## config.mk

```make
export PLATFORM = sky130hd
export DESIGN_NAME = dls_mac
export DESIGN_NICKNAME = d
export VERILOG_FILES = /design/src/sv/dls_pkg.sv /design/src/sv/dls_mac.sv
export SDC_FILE = /design/constraint.sdc
export NUM_CORES = 1
export LEC_CHECK = 0
export BUFFER_PORTS_ARGS = -buffer_cell sky130_fd_sc_hd__buf_2
export CORE_ASPECT_RATIO = 1.75
export CORE_MARGIN = 5
export CORE_UTILIZATION = 28
export DETAILED_ROUTE_END_ITERATION = 10
export GPL_ROUTABILITY_DRIVEN = 1
export MAX_ROUTING_LAYER = met4
export PLACE_DENSITY_LB_ADDON = 0.2
export SLEW_MARGIN = 30
export SYNTH_ARGS = -nofsm -noshare
export SYNTH_HDL_FRONTEND = slang
export SYNTH_SLANG_ARGS = --single-unit
export TNS_END_PERCENT = 100
```

## constraint.sdc

```tcl
create_clock -name clock -period 17.75 [get_ports clock]
set_input_delay 0.8875 -clock clock [delete_from_list [all_inputs] [get_ports clock]]
set_output_delay 0.8875 -clock clock [all_outputs]
set_load 0.005 [all_outputs]
```

## src/sv/dls_pkg.sv

```systemverilog
package dls_pkg;

   localparam int VAL_W  = 16;
   localparam int PROD_W = 32;
   localparam int SUM_W  = 40;
   localparam int ACT_W  = 16;

   // request function codes
   localparam logic [1:0] FUNC_WEIGHT  = 2'd0;
   localparam logic [1:0] FUNC_BIAS    = 2'd1;
   localparam logic [1:0] FUNC_FEATURE = 2'd2;

   // csr register indexes
   localparam logic CSR_FEATURE_COUNT = 1'b0;
   localparam logic CSR_NODE_COUNT    = 1'b1;

   localparam logic signed [SUM_W-1:0] SUM_MAX = {1'b0, {(SUM_W-1){1'b1}}};
   localparam logic signed [SUM_W-1:0] SUM_MIN = {1'b1, {(SUM_W-1){1'b0}}};

   // sigmoid input window in q16.24
   localparam logic signed [SUM_W-1:0] SIG_HI = 40'sd134217727;
   localparam logic signed [SUM_W-1:0] SIG_LO = -40'sd134217728;

   typedef struct packed {
      logic valid;
      logic last;
   } dls_ctl_type;

   typedef logic [255:0][ACT_W-1:0] dls_table_type;

   // shift-subtract divide, elaboration use only
   function automatic logic [63:0] dls_udiv64(input logic [63:0] num, input logic [63:0] den);
      logic [64:0] rem;
      logic [63:0] quo;
      rem = '0;
      quo = '0;
      for (int b = 63; b >= 0; b--) begin
         rem = {rem[63:0], num[b]};
         if (rem >= {1'b0, den}) begin
            rem = rem - {1'b0, den};
            quo[b] = 1'b1;
         end
      end
      return quo;
   endfunction

   function automatic dls_table_type dls_build_sig_table();
      dls_table_type tab;
      logic [63:0] t;
      logic [63:0] q;
      logic [63:0] q2;
      logic [63:0] p;
      logic [63:0] den;
      logic [63:0] v;
      logic [63:0] m;
      tab = '0;
      // series for exp(-1/32) in q0.32
      t = 64'd1 << 32;
      q = t;
      t = t / 32;
      q = q - t;
      t = t / 64;
      q = q + t;
      t = t / 96;
      q = q - t;
      t = t / 128;
      q = q + t;
      t = t / 160;
      q = q - t;
      t = t / 192;
      q = q + t;
      q2 = (q * q + (64'd1 << 31)) >> 32;
      p = q;
      for (int i = 128; i < 256; i++) begin
         den = (64'd1 << 32) + p;
         v = dls_udiv64((64'd1 << 48) + (den >> 1), den);
         m = 64'd65536 - v;
         tab[i]       = (v > 64'd65535) ? 16'hFFFF : v[15:0];
         tab[255 - i] = (m > 64'd65535) ? 16'hFFFF : m[15:0];
         p = (p * q2 + (64'd1 << 31)) >> 32;
      end
      return tab;
   endfunction

endpackage

```

## src/sv/dls_mac.sv

```systemverilog
module dls_mac
   import dls_pkg::*;
#(
   parameter int NODE_W = 4
) (
   input  logic                     clock,
   input  logic                     reset,
   input  dls_ctl_type              in_ctl,
   input  logic [NODE_W-1:0]        in_node,
   input  logic signed [VAL_W-1:0]  weight,
   input  logic signed [VAL_W-1:0]  feature,
   input  logic signed [SUM_W-1:0]  base,
   output dls_ctl_type              out_ctl,
   output logic [NODE_W-1:0]        out_node,
   output logic signed [SUM_W-1:0]  out_sum
);

   dls_ctl_type               ctl_a_ff;
   logic [NODE_W-1:0]         node_a_ff;
   logic signed [PROD_W-1:0]  prod_ff;
   logic signed [SUM_W-1:0]   base_ff;
   dls_ctl_type               ctl_b_ff;
   logic [NODE_W-1:0]         node_b_ff;
   logic signed [SUM_W-1:0]   sum_ff;
   logic signed [SUM_W-1:0]   sum_in;
   logic signed [SUM_W:0]     wide_sum;

   // add with saturation to the 40-bit range
   always_comb begin
      wide_sum = {base_ff[SUM_W-1], base_ff} + {{(SUM_W+1-PROD_W){prod_ff[PROD_W-1]}}, prod_ff};
      if (wide_sum[SUM_W] != wide_sum[SUM_W-1]) begin
         sum_in = wide_sum[SUM_W] ? SUM_MIN : SUM_MAX;
      end else begin
         sum_in = wide_sum[SUM_W-1:0];
      end
   end

   always_ff @(posedge clock) begin
      if (reset) begin
         ctl_a_ff <= '0;
         ctl_b_ff <= '0;
      end else begin
         ctl_a_ff <= in_ctl;
         ctl_b_ff <= ctl_a_ff;
      end
   end

   always_ff @(posedge clock) begin
      prod_ff   <= weight * feature;
      base_ff   <= base;
      node_a_ff <= in_node;
      sum_ff    <= sum_in;
      node_b_ff <= node_a_ff;
   end

   assign out_ctl  = ctl_b_ff;
   assign out_node = node_b_ff;
   assign out_sum  = sum_ff;

endmodule

```

Word-level counts from Yosys, hierarchy flattened
Index checks and enable logic that the tools add are counted.
{"block": "word_totals", "reg_bits": 124, "output_inout_bits": 46, "wordCells": 14}
{"block": "classes", "addsub": 1, "mul": 1, "eq_ne": 1, "n_mux": 2}
{"cell": "$mux 40", "count": 2}
{"cell": "$add 40x32->41", "count": 1}
{"cell": "$mul 16x16->32", "count": 1}
{"cell": "$ne 1x1->1", "count": 1}

Logic depth before layout (Yosys ltp)
Gate-level depths: netlist of the first run.
{"block": "logic_depth", "word_depth": 3, "ltp_mapped": 24, "depth_no_buf": 23}

Worst setup path after synthesis of the first run
OpenSTA, ideal clock, no wires.
{"block": "synth_timing", "path_kind": "in2reg", "from": "input port weight[10]", "to": "register prod_ff[20]", "setup_ns": 0.072, "arrival_time_ns": 6.543, "setup_slack_ns": 11.134, "cell_stages": 21, "path_buffers": 1, "path_cell_list": "clkbuf_1 -> nand2_1 -> fa_1 -> fa_1 -> fa_1 -> fa_1 -> inv_1 -> fa_1 -> inv_1 -> fa_1 -> inv_1 -> ha_1 -> a21o_1 -> a21oi_1 -> o21ai_0 -> a2111oi_0 -> nor2_1 -> a211o_1 -> a21o_1 -> a21oi_1 -> xnor2_1"}
{"block": "synth_via", "elab_chain_len": 1}
{"item": "start, declared", "line": "dls_mac.sv:10", "rtl": "input logic signed [VAL_W-1:0] weight,"}
{"item": "$mul 16x16->32", "line": "dls_mac.sv:49", "rtl": "prod_ff <= weight * feature;"}
{"item": "end signal, assigned", "line": "dls_mac.sv:49"}
{"item": "end, declared", "line": "dls_mac.sv:20", "rtl": "logic signed [PROD_W-1:0] prod_ff;"}
Every way passes these cells.
A chain may end at the register's enable or synchronous reset.

Worst setup path after layout of the first run
Ends and elaborated chain as after synthesis.

==> impl_metrics.yaml, run 1 <==
route:
  wl_per_cell_um: 17.9
  wirelength_um: 42200
  top_layer: "met4"
  first_iter_violations: 478
  firstDrtPassIters: 7
  drc_errors: 0
  drt-met1-wl_um: 15300
  routed-wl-met2_um: 24300
  viasPerCell: 4.55
  postRouteAntennaNets: 0
  met3_length_um: 1030
  num_vias: 10700
yosys:
  synth_top_cell_area_share_pct: 35.8
  synth_top_area_cell: "fa_1"
  async_reset_ff_share_pct: 0
  ys_ff_latch: 124
  yosysSeqAreaShare_pct: 16.9
  synth_area_leaders: "fa_1 36%, dfxtp_1 17%, ha_1 10%, inv_1 7.6%, and2_1 5.5%"
  synth_ff_type: "dfxtp_1"
  synth_fp_nets: 2030
  synth_edf_count: 0
  ys.warnings.count: 0
  syn_area_per_cell_sq_um: 9.40
  netlist_instances: 1565
  syn-cell-area_sq_mm: 0.0147
  yosysUniqueCellTypes: 58
critical_path:
  worstSetupPathType: "in -> reg"
  cp-startpoint: "weight[10]"
  worstSetupStartpointType: "primary input"
  reg2reg_depth: 12
  rr_startpoint: "prod_ff[0]"
  ff2ff_setup_slack_ns: 13.40
  cp_max_fo: 16
  cp_data_required_time_ns: 18.06
  cp.arrival_ns: 7.48
  crit_path_end_kind: "register"
floorplan:
  coreArea_sq_mm: 0.0522
  start_util_pct: 28.2
  die_y_um: 313
  rows: 111
  die_area_sq_mm: 0.0574
  fp.dieW_um: 183
  io_pins: 126
sta:
  fmax_ghz: 0.140
  finalCriticalPeriod_ns: 7.17
  hold_viol_final: 0
  fin_worst_skew_ns: 0.0157
  period_share_pct: 40.4
  drv_slew: 0
  worst_pin_slew_ns: 0.791
  relSlewSlack_pct: 47.2
  rsz0062_at_grt: "no"
  tns_ns: 0
  finalSetupViolCount: 0
clock_network:
  ctsHoldBuffers: 0
  htreeDepth: 4
  cts_resized: 0
  cts_sinks: 124
  cts_tree: "done"
  numCtsBuffers: 17
  worstSkewPairLatency_ns: 0.42
  clkTransAtPathRegs_ns: 0.06
  cts_root_buf: "clkbuf_16"
  cts_buffer_depth: 2
  postCtsSetupRepairBufs: 0
grt:
  track_usage_pct: 15.5
  grt_pass1_wl_um: 67200
  antenna_found_initial: 0
  grt-ovfl-total: 0
  grt_pass1_vias: 12100
  grt_max_degree: 37
hold_path:
  min_from: "node_a_ff[2]"
  min_path_cells: 0
  min_path_type: "reg -> reg"
cells_and_area:
  area_delta_synth_final_pct: 13.2
  final_cell_mix: "299 x inv_1, 263 x fa_1, 159 x nand2_1, 129 x and2_1, 125 x buf_2"
  final_common_cell: "inv_1"
  nets: 2131
  fillCellCount: 5562
  n_antenna_cell: 0
  drive_gt1_share_pct: 10.2
run_status:
  status: "finished, final reports clean"
place:
  port-buffer-count: 125
  hpwlAfterDp_um: 35300
  gp_congestion: 0.880
job:
  maxCapViolations: 0
[area by class of cell]
type / count / area (sq um) / share of cell area [%]
Sequential cell: 124 / 2480 / 14.9
Inverter: 299 / 1120 / 6.74
Timing Repair Buffer: 127 / 661 / 3.97
Clock inverter: 12 / 159 / 0.954
Multi-Input combinational cell: 1097 / 10900 / 65.5
Tap cell: 678 / 848 / 5.09
Clock buffer: 20 / 467 / 2.80
[final timing paths]
| path | endpoint |
|---|---|
| max reg2reg | out_sum[24] |
| min | out_node[2] |
| min reg2reg | out_node[2] |
| max | prod_ff[20] |
[layer usage]
metal	vias to the layer above	GRT usage [%]
met5	-	-
met4	0	5.54
met3	56	1.29
met2	211	30.5
met1	5374	15.8
li1	5091	-
[stage by stage]
step	worst slack [ns]	hold WS (ns)	cells	util [%]	area, sq um
after floorplan	11.13	0.310	1565	-	14700
after global placement	9.83	0.312	2324	30.6	16000
after detailed placement	10.04	0.321	2324	30.6	16000
after CTS	10.48	0.328	2356	31.8	16600
after global routing	10.23	0.330	2357	31.9	16700
final	10.58	0.327	2357	31.9	16700
[cells by family (layout without fill, tap and decap cells)]
group | count (synthesis) | in the layout | share of synthesized area [%]
AOI/OAI and AO/OA | 239 | 239 | 10.1
adders and majority gates | 388 | 388 | 46.4
and+or+nand+nor | 401 | 401 | 13.5
buffers and inverters | 344 | 458 | 8.92
DFF | 124 | 124 | 16.9
xor gates and xnor gates | 69 | 69 | 4.11
[flip-flops by register name, indices dropped and copies added (netlist names)]
register,flops
out_node,4
base_ff,40
node_a_ff,4
prod_ff,32
out_ctl,2
out_sum,40
ctl_a_ff,2
[worst max-delay path, cell delays in order]
cell	delay (ns)
buf_2	0.34
nand2_1	0.14
fa_1	0.52
fa_1	0.59
fa_1	0.45
fa_1	0.54
inv_1	0.05
fa_1	0.47
inv_1	0.05
fa_1	0.47
inv_1	0.04
ha_1	0.36
a21o_1	0.21
a21oi_1	0.13
o21ai_0	0.29
a2111oi_1	0.68
buf_4	0.26
nor2_1	0.09
a211o_1	0.34
a21o_1	0.18
a21oi_1	0.17
xnor2_1	0.19
[synthesized netlist by cell type (all sizes together), types with 8 or more instances]
cell type / n
a21o: 24
a21oi: 90
a31oi: 10
and2: 130
clkbuf: 38
dfxtp: 124
fa: 263
ha: 122
inv: 299
nand2: 160
nand2b: 11
nand3: 18
nor2: 40
nor2b: 8
nor3: 12
o21a: 11
o21ai: 49
o21bai: 9
o31ai: 9
xnor2: 51
xor2: 18
Power of run 1 is left out: the tool's default activity adds up to more than one toggle a clock period on the data nets, which glitch-free logic cannot reach.
==> run 2, diff against run 1 <==
--- a/config.mk
+++ b/config.mk
@@ -5,6 +5,7 @@
 export SDC_FILE = /design/constraint.sdc
 export NUM_CORES = 1
 export LEC_CHECK = 0
+export ABC_AREA = 1
 export BUFFER_PORTS_ARGS = -buffer_cell sky130_fd_sc_hd__buf_2
 export CORE_ASPECT_RATIO = 1.75
 export CORE_MARGIN = 5
==> constraint.sdc (replaced) <==
create_clock -name clock -period 5.75 [get_ports clock]
set_input_delay 0.2875 -clock clock [delete_from_list [all_inputs] [get_ports clock]]
set_output_delay 0.2875 -clock clock [all_outputs]
set_load 0.005 [all_outputs]
==> run 2 against run 1 <==
Net effect: worst setup slack got worse by 10 ns; clock skew fell by 0.0069 ns; global-route usage grew 1.9 points; design area rose by 13%.
==> impl_metrics.yaml, run 2 <==
grt:
  grt_pass1_wl_um: 81200
  antenna_found_initial: 2
  grt_pass1_vias: 14900
  track_usage_pct: 17.5
  grt-ovfl-total: 0
  grt_max_degree: 40
place:
  hpwlAfterDp_um: 45300
  port-buffer-count: 125
  gp_congestion: 0.923
  postPlaceCellArea_sq_mm: 0.0177
  post-place-cells: 2966
route:
  num_vias: 13300
  wirelength_um: 51600
  first_iter_violations: 449
  drc_errors: 0
  wl_per_cell_um: 17.0
  firstDrtPassIters: 5
  viasPerCell: 4.37
  postRouteAntennaNets: 0
sta:
  period_share_pct: 93.2
  relSlewSlack_pct: 39.9
  rsz0062_at_grt: "no"
  finalSetupViolCount: 0
  fmax_ghz: 0.187
  hold_viol_final: 0
  finalCriticalPeriod_ns: 5.36
  worst_pin_slew_ns: 0.899
  drv_slew: 0
  fin_worst_skew_ns: 0.00879
cells_and_area:
  multiInputGateArea_sq_mm: 0.0114
  design_area_sq_mm: 0.0188
  area_delta_synth_final_pct: 17.0
  register_area_sq_mm: 0.00248
  drive_gt1_share_pct: 10.7
  n_antenna_cell: 0
  final_common_cell: "nand2_1"
  nets: 2727
  fillCellCount: 6236
  final_cells: 3042
  final_cell_mix: "556 x nand2_1, 495 x inv_1, 263 x fa_1, 135 x nor2_1, 125 x buf_2"
clock_network:
  worstSkewPairLatency_ns: 0.44
  clkTransAtPathRegs_ns: 0.06
  cts_sinks: 124
  postCtsSetupRepairBufs: 0
  cts_resized: 0
  cts_tree: "done"
  htreeDepth: 4
  numCtsBuffers: 17
  cts_root_buf: "clkbuf_16"
  cts_buffer_depth: 2
yosys:
  synth_area_leaders: "fa_1 33%, dfxtp_1 15%, nand2_1 13%, inv_1 12%, ha_1 9.5%"
  ys_ff_latch: 124
  netlist_instances: 2088
  synth_top_area_cell: "fa_1"
  synth_edf_count: 0
  yosysSeqAreaShare_pct: 15.5
  synth_top_cell_area_share_pct: 32.8
  ys.warnings.count: 0
  syn-cell-area_sq_mm: 0.0160
  async_reset_ff_share_pct: 0
  synth_ff_type: "dfxtp_1"
  synth_fp_nets: 2553
  synth_common_cells: "556 x nand2_1, 495 x inv_1, 263 x fa_1"
  yosysMostFrequentCell: "nand2_1"
  yosysUniqueCellTypes: 36
  syn_area_per_cell_sq_um: 7.68
critical_path:
  worstSetupPathType: "in -> reg"
  crit_path_end_kind: "register"
  cp.arrival_ns: 5.68
  worstSetupStartpointType: "primary input"
  cp_max_fo: 14
  cp_data_required_time_ns: 6.06
job:
  maxCapViolations: 0
hold_path:
  min_path_type: "in -> reg"
floorplan:
  fp.dieW_um: 191
  rows: 116
  coreArea_sq_mm: 0.0570
  io_pins: 126
  die_area_sq_mm: 0.0623
  start_util_pct: 28.1
  die_y_um: 327
run_status:
  status: "finished, final reports clean"
[run 2: through the flow]
step	worst slack, ns	hold slack (ns)	TNS, ns	util (%)
global placement	-0.0414	0.313	-0.0979	31.1
finish	0.388	0.0617	0	32.9
global route	0.0250	0.0501	0	32.9
detailed placement	-0.113	0.316	-0.379	31.1
CTS	0.368	0.0238	0	32.9
floorplan	0.302	0.310	0	-
[run 2: area by class of cell]
type,count,share of cell area (%)
tap,767,5.12
clock buffer,21,2.46
inverter,499,9.99
sequential,124,13.2
multi-input combinational,1399,60.8
timing repair buffer,221,7.83
clock inverter,11,0.594
[run 2: cell families after synthesis]
logic type,synth area share [%]
buf+inv,13.4
flops,15.5
fa+ha+maj,42.4
simple gates,20.4
xor+xnor,3.39
compound gates,4.99
[run 2: path summary, 6_finish.rpt]
check / from / endpoint / slack (ns) / cells past startpoint
min reg2reg: node_a_ff[1] / out_node[1] / 0.33 / 0
max reg2reg: prod_ff[0] / out_sum[25] / 2.36 / 14
min: reset / out_ctl[0] / 0.06 / 2
max: weight[7] / prod_ff[21] / 0.39 / 21
[run 2: metal layers]
layer | track usage, % | up-vias | part of all wire, %
met5 | - | - | 0
met4 | 8.20 | 0 | 5.2
met3 | 1.42 | 99 | 2.6
met2 | 34.2 | 277 | 57
met1 | 17.0 | 6432 | 36
li1 | - | 6471 | -
[run 2: critical path, cell delays in order]
cell	delay, ns
buf_2	0.30
nand2_1	0.14
fa_1	0.54
inv_1	0.05
fa_1	0.51
inv_1	0.06
fa_1	0.55
inv_1	0.06
fa_1	0.44
fa_1	0.48
inv_1	0.05
fa_1	0.47
inv_1	0.04
ha_1	0.36
a21oi_1	0.38
nand2_1	0.09
a21oi_1	0.20
nand2_1	0.15
a21oi_1	0.23
o21ai_0	0.13
xor2_1	0.15
[run 2: timing repair]
item | CTS | global route
setup endpoints to repair | 0 | 0
hold endpoints to repair | 44 | 0
hold buffers | 44 | 0
Power of run 2 is left out for the same reason.
